===== src/hrs_pkg.sv =====
// hrs_pkg: shared widths, mode and function codes, and state and request types
// for the hvac relay sequencer; no dependencies
package hrs_pkg;

  localparam int TIME_W  = 32;
  localparam int MODE_W  = 3;
  localparam int DELAY_W = 22;

  localparam logic [DELAY_W-1:0] DELAY_RESET = 22'd300000;

  localparam logic [MODE_W-1:0] MODE_IDLE     = 3'd0;
  localparam logic [MODE_W-1:0] MODE_FAN      = 3'd1;
  localparam logic [MODE_W-1:0] MODE_COOL     = 3'd2;
  localparam logic [MODE_W-1:0] MODE_HEAT_PMP = 3'd3;
  localparam logic [MODE_W-1:0] MODE_ALT_ONE  = 3'd4;
  localparam logic [MODE_W-1:0] MODE_ALT_TWO  = 3'd5;
  localparam logic [MODE_W-1:0] MODE_LAST     = MODE_ALT_TWO;

  localparam logic FUNC_TICK    = 1'b0;
  localparam logic FUNC_REQUEST = 1'b1;

  typedef struct packed {
    logic              func;
    logic [TIME_W-1:0] now;
    logic [MODE_W-1:0] requested_mode;
    logic              queue_enabled;
  } req_t;

  typedef struct packed {
    logic [MODE_W-1:0] cur_mode;
    logic [MODE_W-1:0] next_mode;
    logic [TIME_W-1:0] due_time;
    logic              running;
    logic              prefer_flag;
    logic [TIME_W-1:0] change_stamp;
    logic [TIME_W-1:0] idle_stamp;
  } state_t;

endpackage


===== src/hrs_step.sv =====
// hrs_step: next-state logic for one request (tick or mode request)
// depends on hrs_pkg
module hrs_step (
  input  hrs_pkg::state_t                 cur_st,
  input  hrs_pkg::req_t                   req,
  input  logic [hrs_pkg::DELAY_W-1:0]     switch_delay,
  output hrs_pkg::state_t                 nxt_st
);

  logic [hrs_pkg::TIME_W-1:0] due_sum;

  assign due_sum = req.now + {{(hrs_pkg::TIME_W-hrs_pkg::DELAY_W){1'b0}}, switch_delay};

  always_comb begin
    nxt_st = cur_st;
    if (req.func == hrs_pkg::FUNC_REQUEST) begin
      if (req.requested_mode == hrs_pkg::MODE_IDLE) begin
        nxt_st.next_mode    = hrs_pkg::MODE_IDLE;
        nxt_st.cur_mode     = hrs_pkg::MODE_IDLE;
        nxt_st.due_time     = '0;
        nxt_st.change_stamp = req.now;
      end else if (req.requested_mode <= hrs_pkg::MODE_LAST &&
                   req.requested_mode != cur_st.cur_mode &&
                   req.requested_mode != cur_st.next_mode) begin
        // drop to idle first when a mode is applied
        if (cur_st.cur_mode != hrs_pkg::MODE_IDLE) begin
          nxt_st.cur_mode     = hrs_pkg::MODE_IDLE;
          nxt_st.due_time     = '0;
          nxt_st.change_stamp = req.now;
        end
        nxt_st.next_mode = req.requested_mode;
        if (nxt_st.due_time == '0 || req.now >= nxt_st.due_time) begin
          nxt_st.due_time = due_sum;
        end
      end
    end else begin
      if (cur_st.cur_mode != hrs_pkg::MODE_IDLE && !cur_st.running) begin
        nxt_st.running     = 1'b1;
        nxt_st.prefer_flag = 1'b0;
      end else if (cur_st.cur_mode == hrs_pkg::MODE_IDLE && cur_st.running) begin
        nxt_st.running     = 1'b0;
        nxt_st.prefer_flag = 1'b1;
        nxt_st.idle_stamp  = req.now;
      end
      if (req.queue_enabled && cur_st.due_time != '0 && req.now > cur_st.due_time &&
          cur_st.next_mode != cur_st.cur_mode) begin
        nxt_st.cur_mode     = cur_st.next_mode;
        nxt_st.due_time     = '0;
        nxt_st.change_stamp = req.now;
      end
    end
  end

endmodule


===== src/hrs_out_reg.sv =====
// hrs_out_reg: result register holding the updated state, relay decode
// depends on hrs_pkg
module hrs_out_reg (
  input  logic                        clk,
  input  logic                        rst_n,
  input  logic                        load,
  input  hrs_pkg::state_t             st,
  output logic                        can_load,
  output logic                        out_valid,
  input  logic                        out_ready,
  output logic                        relay_fan,
  output logic                        relay_cool,
  output logic                        relay_heat_pump,
  output logic                        relay_alt_one,
  output logic                        relay_alt_two,
  output logic [hrs_pkg::MODE_W-1:0]  active_mode,
  output logic [hrs_pkg::MODE_W-1:0]  waiting_mode,
  output logic                        prefer_update,
  output logic [hrs_pkg::TIME_W-1:0]  last_change_time,
  output logic [hrs_pkg::TIME_W-1:0]  last_idle_time
);

  logic            valid_r;
  logic            valid_nxt;
  hrs_pkg::state_t res_r;

  assign can_load  = !valid_r || out_ready;
  assign valid_nxt = load ? 1'b1 : (out_ready ? 1'b0 : valid_r);

  always_ff @(posedge clk) begin
    if (!rst_n) begin
      valid_r <= 1'b0;
    end else begin
      valid_r <= valid_nxt;
    end
  end

  always_ff @(posedge clk) begin
    if (load) begin
      res_r <= st;
    end
  end

  assign out_valid        = valid_r;
  assign relay_fan        = (res_r.cur_mode == hrs_pkg::MODE_FAN);
  assign relay_cool       = (res_r.cur_mode == hrs_pkg::MODE_COOL);
  assign relay_heat_pump  = (res_r.cur_mode == hrs_pkg::MODE_HEAT_PMP);
  assign relay_alt_one    = (res_r.cur_mode == hrs_pkg::MODE_ALT_ONE);
  assign relay_alt_two    = (res_r.cur_mode == hrs_pkg::MODE_ALT_TWO);
  assign active_mode      = res_r.cur_mode;
  assign waiting_mode     = res_r.next_mode;
  assign prefer_update    = res_r.prefer_flag;
  assign last_change_time = res_r.change_stamp;
  assign last_idle_time   = res_r.idle_stamp;

endmodule


===== src/hvac_relay_sequencer_top.sv =====
// hvac_relay_sequencer_top: sequencer state, switch delay register, top ports
// depends on hrs_pkg, hrs_step, hrs_out_reg
//
// One request (tick or mode request) is accepted per clock; its result appears
// in the output register on the next cycle, so the unstalled rate is one request
// per cycle. The state update is a single pass of compare and 32-bit add logic.
// in_ready drops only while a result is held and out_ready is low. The switch
// delay register may be written whenever the block is idle; it resets to 300000.
module hvac_relay_sequencer_top (
  input  logic                        clk,
  input  logic                        rst_n,
  input  logic                        cfg_valid,
  output logic                        cfg_ready,
  input  logic [hrs_pkg::DELAY_W-1:0] cfg_data,
  input  logic                        in_valid,
  output logic                        in_ready,
  input  logic                        in_func,
  input  logic [hrs_pkg::TIME_W-1:0]  in_now,
  input  logic [hrs_pkg::MODE_W-1:0]  in_requested_mode,
  input  logic                        in_queue_enabled,
  output logic                        out_valid,
  input  logic                        out_ready,
  output logic                        out_relay_fan,
  output logic                        out_relay_cool,
  output logic                        out_relay_heat_pump,
  output logic                        out_relay_alt_one,
  output logic                        out_relay_alt_two,
  output logic [hrs_pkg::MODE_W-1:0]  out_active_mode,
  output logic [hrs_pkg::MODE_W-1:0]  out_waiting_mode,
  output logic                        out_prefer_update,
  output logic [hrs_pkg::TIME_W-1:0]  out_last_change_time,
  output logic [hrs_pkg::TIME_W-1:0]  out_last_idle_time
);

  logic [hrs_pkg::DELAY_W-1:0] delay_r;
  hrs_pkg::state_t             state_r;
  hrs_pkg::state_t             state_nxt;
  hrs_pkg::req_t               req;
  logic                        accept;

  assign cfg_ready = 1'b1;
  assign accept    = in_valid && in_ready;

  assign req.func           = in_func;
  assign req.now            = in_now;
  assign req.requested_mode = in_requested_mode;
  assign req.queue_enabled  = in_queue_enabled;

  always_ff @(posedge clk) begin
    if (!rst_n) begin
      delay_r <= hrs_pkg::DELAY_RESET;
    end else if (cfg_valid && cfg_ready) begin
      delay_r <= cfg_data;
    end
  end

  always_ff @(posedge clk) begin
    if (!rst_n) begin
      state_r <= '0;
    end else if (accept) begin
      state_r <= state_nxt;
    end
  end

  hrs_step u_step (
    .cur_st       (state_r),
    .req          (req),
    .switch_delay (delay_r),
    .nxt_st       (state_nxt)
  );

  hrs_out_reg u_out (
    .clk              (clk),
    .rst_n            (rst_n),
    .load             (accept),
    .st               (state_nxt),
    .can_load         (in_ready),
    .out_valid        (out_valid),
    .out_ready        (out_ready),
    .relay_fan        (out_relay_fan),
    .relay_cool       (out_relay_cool),
    .relay_heat_pump  (out_relay_heat_pump),
    .relay_alt_one    (out_relay_alt_one),
    .relay_alt_two    (out_relay_alt_two),
    .active_mode      (out_active_mode),
    .waiting_mode     (out_waiting_mode),
    .prefer_update    (out_prefer_update),
    .last_change_time (out_last_change_time),
    .last_idle_time   (out_last_idle_time)
  );

  a_idle_request: assert property (@(posedge clk) disable iff (!rst_n)
    accept && in_func == hrs_pkg::FUNC_REQUEST && in_requested_mode == hrs_pkg::MODE_IDLE
    |=> state_r.cur_mode == hrs_pkg::MODE_IDLE && state_r.due_time == '0)
    else $error("idle request did not clear mode");

  a_result_follows: assert property (@(posedge clk) disable iff (!rst_n)
    accept |=> out_valid)
    else $error("accepted request produced no result");

  a_stall_blocks: assert property (@(posedge clk) disable iff (!rst_n)
    out_valid && !out_ready |-> !in_ready)
    else $error("request accepted while result stalled");

  a_relay_onehot: assert property (@(posedge clk) disable iff (!rst_n)
    out_valid |-> $onehot0({out_relay_fan, out_relay_cool, out_relay_heat_pump,
                            out_relay_alt_one, out_relay_alt_two}))
    else $error("more than one relay driven");

  a_mode_range: assert property (@(posedge clk) disable iff (!rst_n)
    state_r.cur_mode <= hrs_pkg::MODE_LAST && state_r.next_mode <= hrs_pkg::MODE_LAST)
    else $error("mode register out of range");

endmodule

===== config.mk =====
export PLATFORM = sky130hd
export DESIGN_NAME = hvac_relay_sequencer_top
export DESIGN_NICKNAME = d
export VERILOG_FILES = /design/src/hrs_pkg.sv /design/src/hrs_step.sv /design/src/hrs_out_reg.sv /design/src/hvac_relay_sequencer_top.sv
export SDC_FILE = /design/constraint.sdc
export NUM_CORES = 1
export LEC_CHECK = 0
export ABC_AREA = 1
export BUFFER_PORTS_ARGS = -buffer_cell sky130_fd_sc_hd__buf_2
export CAP_MARGIN = 20
export CORE_UTILIZATION = 25
export DETAILED_ROUTE_END_ITERATION = 8
export MAX_ROUTING_LAYER = met4
export SLEW_MARGIN = 20
export SYNTH_ARGS = -nofsm -noshare
export SYNTH_HDL_FRONTEND = slang
export SYNTH_SLANG_ARGS = --single-unit

===== constraint.sdc =====
create_clock -name clk -period 6.5 [get_ports clk]
set_input_delay 1.3 -clock clk [delete_from_list [all_inputs] [get_ports clk]]
set_output_delay 1.3 -clock clk [all_outputs]
set_load 0.005 [all_outputs]

== Yosys cells after proc, flatten, opt, wreduce, memory -nomap -nowiden ==
Cells that the tools add are included.
Cells by class
  bitwise operators: 1
  $mul: 0
  magnitude comparators: 3
  divide/modulo/power cells: 0
  mux-type cells: 26
  reductions and logical operators: 22
  $add $sub $neg: 1
  shifts and indexed selects: 0
  equal/unequal tests: 9
Operator list (number)
  $mux 32: 15
  $mux 38: 2
  $add 32x22->32: 1
  $ge 32x32->1: 1
  $gt 32x32->1: 1
  $logic_not 32->1: 1
  $reduce_bool 32->1: 1
  $mux 3: 4
  $ne 3x3->1: 3
  $logic_and 1x1->1: 8
  $eq 3x2->1 const B: 2
  $eq 3x3->1 const B: 2
  $logic_not 3->1: 2
  $reduce_and 3->1: 2
  $reduce_bool 2->1: 3
  $mux 2: 2
  $eq 3x1->1 const B: 1
  $le 3x3->1 const B: 1
  $mux 1: 3
  $ne 3x1->1 const B: 1
  $reduce_bool 3->1: 1
  $logic_not 1->1: 2
  $logic_or 1x1->1: 2
  $not 1->1: 1
Storage, ports and cells
  latch bits: 0
  bits in writable memories: 0
  output and inout port bits: 79
  bits in read-only memories: 0
  word-level logic and storage cells: 76
  register bits: 198
  memories: 0

== Longest topological paths before layout ==
Gate-level depths: netlist (run 1).
  word-level depth: 12
  depth in mapped cells: 21

== Hierarchy ==
A second synthesis (run 1) with hierarchy kept.
Unflattened totals
  cell total of the unflattened synthesis: 2228
  area, all modules: 14106.0 µm²
By module, submodules not included
  hrs_step: instances 1, area each 6894.1 µm², cells each 1385
  hvac_relay_sequencer_top: instances 1, area each 5003.5 µm², cells each 758
  hrs_out_reg: instances 1, area each 2208.4 µm², cells each 85

== Least setup slack after synthesis (run 1) ==
OpenSTA, ideal clock, no wires.
  path type: input -> register
  start: input port out_ready
  end: register u_out.res_r (netlist bit u_out.active_mode[0]) (enable)
  setup slack: 2004 ps
  setup time: 463 ps
  path buffers: 2
  stages on the path: 6
  arrival time: 4033 ps
  cells stage by stage: inv_1 -> nand2_1 -> nand2_1 -> inv_1 -> clkbuf_1 -> clkbuf_1
On the way
  word-level cells in the longest chain between the ends: 2
Ends and longest elaborated chain
  from (decl): RTL line hvac_relay_sequencer_top.sv:22  | input logic out_ready,
  $logic_or 1x1->1: RTL line hrs_out_reg.sv:27  | assign can_load = !valid_r || out_ready;
  named net in_ready: RTL line hvac_relay_sequencer_top.sv:16  | output logic in_ready,
  $logic_and 1x1->1: RTL line hvac_relay_sequencer_top.sv:42  | assign accept = in_valid && in_ready;
  named net accept: RTL line hvac_relay_sequencer_top.sv:39  | logic accept;
  to (signal assigned): RTL line hrs_out_reg.sv:40  | res_r <= st;
  to (decl): RTL line hrs_out_reg.sv:25  | hrs_pkg::state_t res_r;
The timed path passes the listed nets, and every way through them passes these cells.
A chain may end at the register's enable or synchronous reset.

== Worst setup path after layout (run 1) ==
  start: register state_r[103] in the netlist's numbering
  end: register state_r[78] in the netlist's numbering
On the way
  word-level cells in the longest chain between the ends: 11
  elaborated cells between the ends (all ways): 20
  classes of those cells: 1 x order compare; 3 x eq/ne; 8 x mux; 8 x reduce/logical
Ends and longest elaborated chain
  from (decl): RTL line hvac_relay_sequencer_top.sv:36  | hrs_pkg::state_t state_r;
  from (signal assigned): RTL line hvac_relay_sequencer_top.sv:61  | state_r <= state_nxt;
  $reduce_bool 3->1: RTL line hrs_step.sv:26  | if (cur_st.cur_mode != hrs_pkg::MODE_IDLE) begin
  $mux 32: RTL line hrs_step.sv:26
  $mux 32: RTL line hrs_step.sv:22  | end else if (req.requested_mode <= hrs_pkg::MODE_LAST &&
  $mux 32: RTL line hrs_step.sv:17  | if (req.requested_mode == hrs_pkg::MODE_IDLE) begin
  $mux 32: RTL line hrs_step.sv:16  | if (req.func == hrs_pkg::FUNC_REQUEST) begin
  $ge 32x32->1 or $logic_not 32->1 (tied branches): RTL line hrs_step.sv:32  | if (nxt_st.due_time == '0 || req.now >= nxt_st.due_time) begin
  $logic_or 1x1->1: RTL line hrs_step.sv:32
  $mux 32: RTL line hrs_step.sv:32
  $mux 38: RTL line hrs_step.sv:22
  $mux 38: RTL line hrs_step.sv:17
  $mux 32: RTL line hrs_step.sv:16
Several ways; a longest one is shown, not always the timed one. The select of a mux whose other input is x is not followed.

==> summary.md, run 1 <==
| Metric | Value |
|---|---|
| Hold buffers post-CTS | `0` |
| WP data arrival | `4.33 ns` |
| Full die area | `0.0517 mm2` |
| Fillers | `5531` |
| Asr flop ratio synth | `0%` |
| I/O pin count | `143` |
| Synth Register Bits | `198` |
| Post-synthesis sequential area ratio | `36.8%` |
| Total CTS buffers | `17` |
| DPL Wire Length | `31800 um` |
| Total power | `3.50 mW` |
| Worst hold margin | `0.474 ns` |
| Wire length per cell | `15.9 um` |
| Tcrit/Tclk final | `60.8%` |
| Initial antenna violation count | `2` |
| Area Growth Syn to Fin | `15.2%` |
| Crit-path slowest cell | `nand2_2` |
| Clk_skew | `0.0136 ns` |
| Slew HR | `31.1%` |
| Worst-Skew Late Latency | `0.47 ns` |
| Leakage | `7.05 nW` |
| Via count | `12400` |
| Share of cells above drive strength 1 | `10.2%` |
| FMAX | `253 MHz` |
| First-pass GRT wire length | `63800 um` |
| Switching power | `1.26 mW` |
| CP most frequent cell | `a21oi_1` |
| Endpoints failing setup | `0` |
| First-pass DRT Iterations | `6` |
| Initial Utilization | `25.3%` |
| Worst stage delay on the critical path | `0.49 ns` |
| Largest net degree at the start of global routing | `88` |
| Most frequent cells in the layout | `465 x nand2_1, 274 x inv_1, 212 x nor2_1` |
| Setup WS pre-CTS | `2.23 ns` |
| Post-Synthesis Cells | `1847` |
| Htree depth | `4` |
| Final core occ | `29.2%` |
| Gr ovfl total | `0` |
| Setup TNS | `0 ns` |
| Startpoint Class | `register` |
| CP Data Required Time | `6.88 ns` |
| DIE HEIGHT | `227 um` |
| CP cell instances | `nor3_4 -> buf_4 -> inv_2 -> nor2_1 -> inv_1 -> ha_1 -> nand2_1 -> nor2_1 -> nand4_1 -> a21oi_1 -> nor2_2 -> nand2_2 -> buf_4 -> o21ai_0 -> a21oi_1 -> nand2_1 -> a21oi_1` |
| Internal power | `2.24 mW` |
| Cell Pwr Density | `240 mW/mm2` |
| WL final | `41800 um` |
| Number of nets with antenna violations after routing | `0` |
| MaxCap Viol Count | `0` |
| Post-synth top flop | `dfxtp_1` |
| All-Layer GR Usage | `16.7%` |
| Clock Tree Buf Depth | `2` |
| Critical-path maximum fanout | `30` |
| Placer's final routability congestion estimate | `0.943` |
| PnR worst setup slack | `2.55 ns` |
| Syn Std Cell Area | `0.0127 mm2` |
| Via/cell ratio | `4.72` |
| Die Wd | `227 um` |
| # nets final | `2092` |
| Post-synth EDFFs | `71` |
| TritonCTS clock tree | `done` |
| Hold crit path type | `reg2reg` |
| Slew Limit Fails | `0` |
| Avg Cell Area, Syn | `6.87 um2` |
| Clock Power Share | `32.4%` |
| Port Buf Inserts | `141` |
| Crit path buffers/inverters | `4` |
| VDD IR-drop max | `0.000196 V` |
| Top delay family on crit path | `simple AND/OR/NAND/NOR gates` |
| Commonest non-fill, non-tap cell in the layout | `nand2_1` |
| CP endpoint kind | `register` |
| Num rows | `82` |
| Synth cell types | `45` |
| Final Hold Violating Endpoints | `0` |
| Post-CTS Setup Inserts | `0` |
| Setup CP Type | `reg2reg` |
| Minimum clock period | `3.95 ns` |
| Clk slew on worst S/H paths | `0.08 ns` |
| Vias in the first global route | `11500` |
| Synth Net Count | `2000` |
| Core footprint | `0.0501 mm2` |
| Unrepaired setup endpoints after global routing | `no` |
| Sequential share of power | `42.0%` |
| CTS resizes | `0` |
| FF-to-FF setup slack | `2.55 ns` |
| Clk root buf | `clkbuf_16` |
| Drt initial violations | `1027` |
| Post-route DRC | `0` |
| Switching part of the total | `36.0%` |
| Syn. warnings | `0` |
| Gate power share | `25.7%` |
| Slew at the pin with the worst max-slew slack | `1.03 ns` |
| CTS Sinks | `198` |
| Outcome | `finished, final reports clean` |
power by group through the flow:
| stage | clock, mW | sequential [mW] | combinational [mW] |
|---|---|---|---|
| final | 1.13 | 1.47 | 0.899 |
| after global placement | 0 | 1.50 | 0.878 |
| after global routing | 1.21 | 1.48 | 1.01 |
| after detailed placement | 0 | 1.50 | 0.890 |
| after floorplan | 0 | 1.49 | 0.596 |
| after CTS | 1.16 | 1.47 | 0.895 |
area by class of cell:
cell class,count,area (um2),area share [%]
Clock buffer,17,425,2.91
Clock inverter,15,210,1.44
Inverter,279,1050,7.20
Timing Repair Buffer,149,766,5.24
Sequential cell,198,4670,32.0
Antenna cell,3,7.51,0.0514
Multi-Input combinational cell,1294,6640,45.4
Tap cell,672,841,5.75
sequential cells by signal, summed over array words and instances, names as in the netlist:
register	count
u_out.active_mode	3
u_out.waiting_mode	3
u_out.out_valid	1
u_out.last_idle_time	32
u_out.prefer_update	1
state_r	104
u_out.last_change_time	32
delay_r	22
cell usage after synthesis (2+ instances only):
cell / n / area share [%]
nand2_1: 467 / 14
inv_1: 275 / 8.1
nor2_1: 212 / 6.3
a21oi_1: 152 / 6.0
o21ai_0: 138 / 5.4
dfxtp_1: 127 / 20
ha_1: 88 / 8.7
nand3_1: 84 / 3.3
edfxtp_1: 71 / 17
clkbuf_1: 48 / 1.4
o211ai_1: 35 / 2.1
nand4_1: 22 / 1.1
buf_2: 18 / 0.71
nor3_1: 18 / 0.71
o21ai_1: 18 / 0.71
xnor2_1: 17 / 1.2
o21bai_1: 6 / 0.35
buf_4: 5 / 0.30
xor2_1: 5 / 0.35
a21o_1: 4 / 0.24
inv_2: 4 / 0.12
a22oi_1: 3 / 0.18
buf_1: 3 / 0.089
a211oi_1: 2 / 0.12
buf_6: 2 / 0.18
nand3_2: 2 / 0.16
nor3_4: 2 / 0.26
o21a_1: 2 / 0.12
final timing paths:
check	from	end	cells past startpoint
min	delay_r[15]	delay_r[15]	2
max reg2reg	state_r[103]	state_r[78]	17
max	state_r[103]	state_r[78]	17
min reg2reg	delay_r[15]	delay_r[15]	2
through the flow:
stage	area (um2)	instances
after floorplan	12700	1847
after global placement	14000	2592
after detailed placement	14000	2592
after CTS	14600	2624
after global routing	14600	2626
final	14600	2627
routing by layer:
layer,vias up,share of wire (%),track usage (%)
met3,51,6.0,3.07
met4,0,1.9,4.68
met2,389,44,25.5
met1,5786,48,22.3
met5,-,0,-
li1,6163,-,-
worst register-to-register path, delay by kind of cell (launching register included):
kind	cells	cell delay (ns)
adders and majority gates	1	0.30
and+or+nand+nor	8	1.40
DFF	1	0.40
AOI/OAI and AO/OA	4	0.73
buffers and inverters	4	1.04
logic make-up (layout without fill, tap and decap cells):
group                      after synthesis  in the layout  synth area share, %
and+or+nand+nor                        814            814                 26.0
other                                    1              4               0.0296
DFF                                    198            198                 36.8
xor gates and xnor gates                22             22                 1.52
adders and majority gates               89             89                 8.83
AOI/OAI and AO/OA                      368            368                 15.8
buffers and inverters                  355            460                 10.9
No activity file was read; power rests on OpenSTA's default activity.
==> run 2: changes to the inputs <==
- clock period: 6.5 -> 4.1 ns (I/O delays scaled with it)
==> run 2 against run 1 <==
  * Setup slack worse by 1.8 ns
  * Global-route usage is 0.41 points higher
  * Sequential power is 59% higher
  * Critical endpoint is now state_r[93]
  * Largest cell class unchanged
  * Highest routed layer unchanged
==> summary.md, run 2 (synthesis gave the netlist of run 1 again) <==
| Metric | Value |
|---|---|
| Outcome | `finished, final reports clean` |
| Setup TNS | `0 ns (unchanged)` |
| First-pass GRT wire length | `64800 um (+1.5%)` |
| Leakage | `7.06 nW (about the same)` |
| FF-to-FF setup slack | `0.77 ns (-1.78 ns)` |
| Minimum clock period | `3.33 ns (-0.623 ns)` |
| First-pass DRT Iterations | `5 (-1)` |
| Critical R2R Launch | `state_r[103]` |
| MaxCap Viol Count | `0 (unchanged)` |
| FMAX | `301 MHz (+19%)` |
| Final Hold Violating Endpoints | `0 (unchanged)` |
| Final core occ | `29.3% (+0.060 points)` |
| Clock Tree Buf Depth | `2 (unchanged)` |
| Hold crit path type | `reg2reg` |
| DPL Wire Length | `31900 um (+0.37%)` |
| TritonCTS clock tree | `done` |
| Slew Limit Fails | `0 (unchanged)` |
| Critical-path maximum fanout | `30 (unchanged)` |
| Critical R2R Capture | `state_r[93]` |
| VDD IR-drop max | `0.000323 V (+65%)` |
| GR Layer Usage met3 | `3.29% (+0.22 points)` |
| HP Start | `delay_r[15]` |
| Total CTS buffers | `17 (unchanged)` |
| Worst Hold End | `delay_r[15]` |
| Vias in the first global route | `11400 (-0.93%)` |
| Area Growth Syn to Fin | `15.4%` |
| Via/cell ratio | `4.67 (-0.99%)` |
| Max FFs per register | `104 (unchanged)` |
| Hold buffers post-CTS | `0 (unchanged)` |
| Hold depth | `2 (unchanged)` |
| CTS Sinks | `198 (unchanged)` |
| Final Non-Filler Cells | `2634 (+0.27%)` |
| Endpoints failing setup | `0 (unchanged)` |
| Unrepaired setup endpoints after global routing | `no` |
| Largest register by flop count | `state_r` |
| Slew at the pin with the worst max-slew slack | `0.763 ns (-0.271 ns)` |
| Startpoint Class | `register` |
| Die Wd | `227 um (unchanged)` |
| CP Data Required Time | `4.47 ns (-2.41 ns)` |
| Tcrit/Tclk final | `81.1% (+20 points)` |
| Number of nets with antenna violations after routing | `0 (unchanged)` |
| Clk slew on worst S/H paths | `0.08 ns (about the same)` |
| Wire length per cell | `15.9 um (+0.23%)` |
| Setup CP Type | `reg2reg` |
| Clk root buf | `clkbuf_16` |
| Largest net degree at the start of global routing | `135 (+53%)` |
| Htree depth | `4 (unchanged)` |
| All-Layer GR Usage | `17.1% (+0.41 points)` |
| Cell Pwr Density | `371 mW/mm2 (+55%)` |
| Register-to-Register Path Depth | `17 (unchanged)` |
| CP endpoint kind | `register` |
| Met2 Use GR | `25.5% (-0.039 points)` |
| Gr ovfl total | `0 (unchanged)` |
| DIE HEIGHT | `227 um (unchanged)` |
| Most frequent cells in the layout | `465 x nand2_1, 274 x inv_1, 212 x nor2_1` |
| # nets final | `2099 (+0.33%)` |
| Via count | `12300 (-0.73%)` |
| Initial antenna violation count | `3 (+1)` |
| Worst-Skew Late Latency | `0.49 ns (+0.02 ns)` |
| Dpl cells | `2598 (+0.23%)` |
| Core footprint | `0.0501 mm2 (unchanged)` |
| Port Buf Inserts | `141 (unchanged)` |
| Worst hold margin | `0.470 ns (-0.00335 ns)` |
| CTS resizes | `0 (unchanged)` |
| Initial Utilization | `25.3% (unchanged)` |
| Post-route DRC | `0 (unchanged)` |
| Total power | `5.44 mW (+55%)` |
| Placer's final routability congestion estimate | `0.907 (-3.9%)` |
| Drt initial violations | `856 (-17%)` |
| Share of cells above drive strength 1 | `10.4% (+0.22 points)` |
| WL final | `42000 um (+0.50%)` |
| WP data arrival | `3.70 ns (-0.63 ns)` |
| Num rows | `82 (unchanged)` |
| Clk_skew | `0.0129 ns (-0.000681 ns)` |
| Commonest non-fill, non-tap cell in the layout | `nand2_1` |
| I/O pin count | `143 (unchanged)` |
| Post-CTS Setup Inserts | `0 (unchanged)` |
| GR Util met1 | `22.9% (+0.55 points)` |
| Slew HR | `49.2% (+18 points)` |
| GR peak layer | `met2` |
| Full die area | `0.0517 mm2 (unchanged)` |
run 2: cell count changes in the layout (fill, tap and decap cells not counted), moves of 2 or more:
cell / change
buf_12: +4
buf_4: +3
clkbuf_1: +2
clkinv_8: -5
clkinvlp_4: +4
inv_12: -3
run 2: stage by stage:
step           instance area (um2)  setup slack, ns
2_1_floorplan                12700           0.0835
3_3_place_gp                 14100            0.432
3_5_place_dp                 14100            0.512
4_1_cts                      14600            0.828
5_1_grt                      14600            0.449
6_report                     14600            0.773
run 2: power by group:
part           switching (mW)  total (mW)  leakage, nW  internal [mW]
clock                   0.841        1.67        0.266          0.833
combinational           0.950        1.43         5.03          0.480
sequential             0.0974        2.33         1.76           2.24
total                    1.89        5.44         7.06           3.55
run 2: per-layer routing:
layer	up-vias	part of all wire (%)
met4	0	2.1
met3	46	6.4
met2	405	44
li1	6176	-
met1	5672	48
met5	-	0
run 2: cell type report:
type	count	area [um2]
multi-input combinational	1294	6640
antenna	3	7.51
inverter	279	1050
sequential	198	4670
tap	672	841
fill	5554	35400
clock inverter	12	110
timing repair buffer	156	868
clock buffer	20	458
run 2: how the worst max path moves through the flow:
stage / start / endpoint / slack (ns) / depth (start not counted)
after floorplan: out_ready / u_out.active_mode[0] / 0.08 / 6
after global placement: in_now[23] / u_out.last_change_time[8] / 0.43 / 13
after detailed placement: in_now[23] / u_out.last_change_time[8] / 0.51 / 13
after CTS: state_r[103] / state_r[67] / 0.83 / 17
after global routing: state_r[103] / state_r[80] / 0.45 / 16
final: state_r[103] / state_r[93] / 0.77 / 17
run 2: critical path: stages (launching register included):
cell and delay [ns]:
dfxtp_1 0.38, nor3_4 0.48, inv_2 0.20, nor2_1 0.21
inv_1 0.07, ha_1 0.29, nand2_1 0.05, nor2_1 0.14
nand4_1 0.13, a21oi_1 0.20, nor2_2 0.09, nand2_2 0.19
buf_4 0.31, nand2_1 0.08, nor2_1 0.17, nor2_1 0.08
nor2_1 0.08, nor2_1 0.04
==> run 3: changes to the inputs <==
- clock period: 4.1 -> 2.8 ns (I/O delays scaled with it)
==> run 3 against run 2 <==
  * Clock skew shrank 0.00078 ns
  * First-iteration DRC count shrank 0.47%
  * Maximum frequency grew 19%
  * Flip-flop and latch count is the same
  * Largest power group unchanged
  * Highest routed layer unchanged
==> summary.md, run 3 (synthesis gave the netlist of run 1 again) <==
| Metric | Value |
|---|---|
| Clk_skew | `0.0122 ns (-0.000780 ns)` |
| # nets final | `2209 (+5.2%)` |
| Clk root buf | `clkbuf_16` |
| Max FFs per register | `104 (unchanged)` |
| Internal power | `5.54 mW (+56%)` |
| I/O pin count | `143 (unchanged)` |
| Unrepaired setup endpoints after global routing | `yes` |
| Placer's final routability congestion estimate | `0.894 (-1.4%)` |
| CTS Sinks | `198 (unchanged)` |
| Critical R2R Launch | `state_r[103]` |
| Crit-path slowest cell | `dfxtp_2` |
| Clk slew on worst S/H paths | `0.08 ns (about the same)` |
| Number of nets with antenna violations after routing | `0 (unchanged)` |
| VDD IR-drop max | `0.000423 V (+31%)` |
| CP endpoint kind | `register` |
| Vias in the first global route | `12100 (+5.5%)` |
| Setup WS pre-CTS | `-0.131 ns (-0.643 ns)` |
| FF-to-FF setup slack | `0.004 ns (-0.77 ns)` |
| Outcome | `finished, final reports clean` |
| Most frequent cells in the layout | `446 x nand2_1, 271 x inv_1, 202 x nor2_1` |
| Area Growth Syn to Fin | `26.3%` |
| PnR worst setup slack | `0.00408 ns (-0.769 ns)` |
| Endpoints failing setup | `0 (unchanged)` |
| Worst-Skew Late Latency | `0.51 ns (+0.02 ns)` |
| Startpoint Class | `register` |
| Num rows | `82 (unchanged)` |
| Total CTS buffers | `17 (unchanged)` |
| All-Layer GR Usage | `17.5% (+0.40 points)` |
| Final Instance Area | `0.0160 mm2 (+9.4%)` |
| DIE HEIGHT | `227 um (unchanged)` |
| Final Non-Filler Cells | `2742 (+4.1%)` |
| Total power | `8.54 mW (+57%)` |
| Minimum clock period | `2.80 ns (-0.531 ns)` |
| Dpl cells | `2697 (+3.8%)` |
| Slew at the pin with the worst max-slew slack | `0.768 ns (+0.00521 ns)` |
| Initial Utilization | `25.3% (unchanged)` |
| Tcrit/Tclk final | `99.9% (+19 points)` |
| Wire length per cell | `15.9 um (about the same)` |
| Dpl cell area | `0.0148 mm2 (+5.6%)` |
| Worst hold margin | `0.267 ns (-0.203 ns)` |
| First-pass DRT Iterations | `5 (unchanged)` |
| WP data arrival | `3.23 ns (-0.47 ns)` |
| Switching power | `2.99 mW (+59%)` |
| CP startpoint | `state_r[103]` |
| FMAX | `358 MHz (+19%)` |
| Worst setup path end | `state_r[79]` |
| Via count | `12800 (+3.9%)` |
| Post-route DRC | `0 (unchanged)` |
| Htree depth | `4 (unchanged)` |
| Core footprint | `0.0501 mm2 (unchanged)` |
| Final Hold Violating Endpoints | `0 (unchanged)` |
| Sequential share of power | `40.0% (-2.9 points)` |
| Worst stage delay on the critical path | `0.34 ns (-0.14 ns)` |
| Slew Limit Fails | `0 (unchanged)` |
| MaxCap Viol Count | `0 (unchanged)` |
| Setup CP Type | `reg2reg` |
| Register-to-Register Path Depth | `17 (unchanged)` |
| CP Data Required Time | `3.23 ns (-1.24 ns)` |
| Initial antenna violation count | `1 (-2)` |
| Clock Tree Buf Depth | `2 (unchanged)` |
| Largest register by flop count | `state_r` |
| Port Buf Inserts | `141 (unchanged)` |
| Drt initial violations | `852 (-0.47%)` |
| Switching part of the total | `35.1% (+0.33 points)` |
| Largest net degree at the start of global routing | `69 (-49%)` |
| Gate power share | `29.0% (+2.7 points)` |
| Commonest non-fill, non-tap cell in the layout | `nand2_1` |
| Share of cells above drive strength 1 | `18.8% (+8.4 points)` |
| CP cell instances | `nor3_4 -> buf_6 -> buf_6 -> nand2_2 -> ha_4 -> nand2_2 -> nor4_2 -> nand2_2 -> nand2_2 -> nand2_2 -> nand2_4 -> buf_12 -> buf_6 -> o21ai_0 -> a21oi_1 -> nand2_1 -> a21oi_1` |
| Cell Pwr Density | `532 mW/mm2 (+43%)` |
| Critical-path maximum fanout | `7 (-77%)` |
| Hold crit path type | `in2reg` |
| Slew HR | `48.8% (-0.35 points)` |
| TritonCTS clock tree | `done` |
| DPL Wire Length | `33700 um (+5.6%)` |
| First-pass GRT wire length | `66300 um (+2.3%)` |
| WL final | `43700 um (+4.1%)` |
| Gr ovfl total | `0 (unchanged)` |
| Via/cell ratio | `4.66 (-0.17%)` |
| Clock Power Share | `31.0% (+0.2 points)` |
| Leakage | `7.71 nW (+9.3%)` |
| Full die area | `0.0517 mm2 (unchanged)` |
| Critical R2R Capture | `state_r[79]` |
| Die Wd | `227 um (unchanged)` |
| CP most frequent cell | `nand2_2` |
run 3: worst max-delay path, delay by kind of cell, from the launching register on:
| family | cells | cell delay (ns) |
|---|---|---|
| AND/OR/NAND/NOR | 9 | 1.20 |
| buffers and inverters | 4 | 0.56 |
| AO/OA/AOI/OAI | 3 | 0.36 |
| adder cells (fa/ha/maj) | 1 | 0.28 |
| flip-flops | 1 | 0.34 |
run 3: what timing repair did:
action / in CTS / in global routing
hold buffers: 0 / 0
endpoints found under the setup margin: 9 / 75
gates cloned: 2 / 1
pin swaps: 4 / 36
gates resized for setup: 8 / 94
setup buffers: 3 / 9
run 3: metrics by stage:
step / TNS [ns] / util, %
after CTS: -0.0162 / 31.1
after detailed placement: -4.21 / 29.7
after floorplan: 0 / -
after global routing: -3.12 / 32.0
after global placement: -0.883 / 29.7
final: 0 / 32.0
run 3: power by group through the flow:
stage                     clock network [mW]  logic [mW]  registers, mW
after floorplan                            0        1.39           3.45
after global placement                     0        2.23           3.47
after detailed placement                   0        2.29           3.48
after CTS                               2.73        2.35           3.41
after global routing                    2.82        2.77           3.44
final                                   2.65        2.47           3.41
run 3: area by class of cell:
| class | count | area (um2) |
|---|---|---|
| multi-input cells | 1294 | 7000 |
| well taps | 672 | 841 |
| clock buffers | 18 | 429 |
| clock inverters | 14 | 183 |
| repair buffers | 266 | 1840 |
| inverters | 279 | 1060 |
| flip-flops and latches | 198 | 4680 |
| fillers | 5504 | 34000 |
| diodes | 1 | 2.50 |
run 3: worst min path at each step:
stage	from	end	slack [ns]	cells past startpoint
floorplan	delay_r[12]	delay_r[12]	0.43	2
global route	cfg_data[14]	delay_r[14]	0.26	3
finish	cfg_data[15]	delay_r[15]	0.27	3
detailed placement	delay_r[12]	delay_r[12]	0.45	2
global placement	delay_r[15]	delay_r[15]	0.45	2
CTS	cfg_data[15]	delay_r[15]	0.24	3
run 3: metal layers:
metal  vias to the layer above  global-route usage, %  share of wire (%)
met5                         -                      -                  0
met2                       329                   26.6                 45
met3                        45                   3.94                5.9
met4                         0                   5.46                1.9
li1                       6409                      -                  -
met1                      5999                   22.9                 48
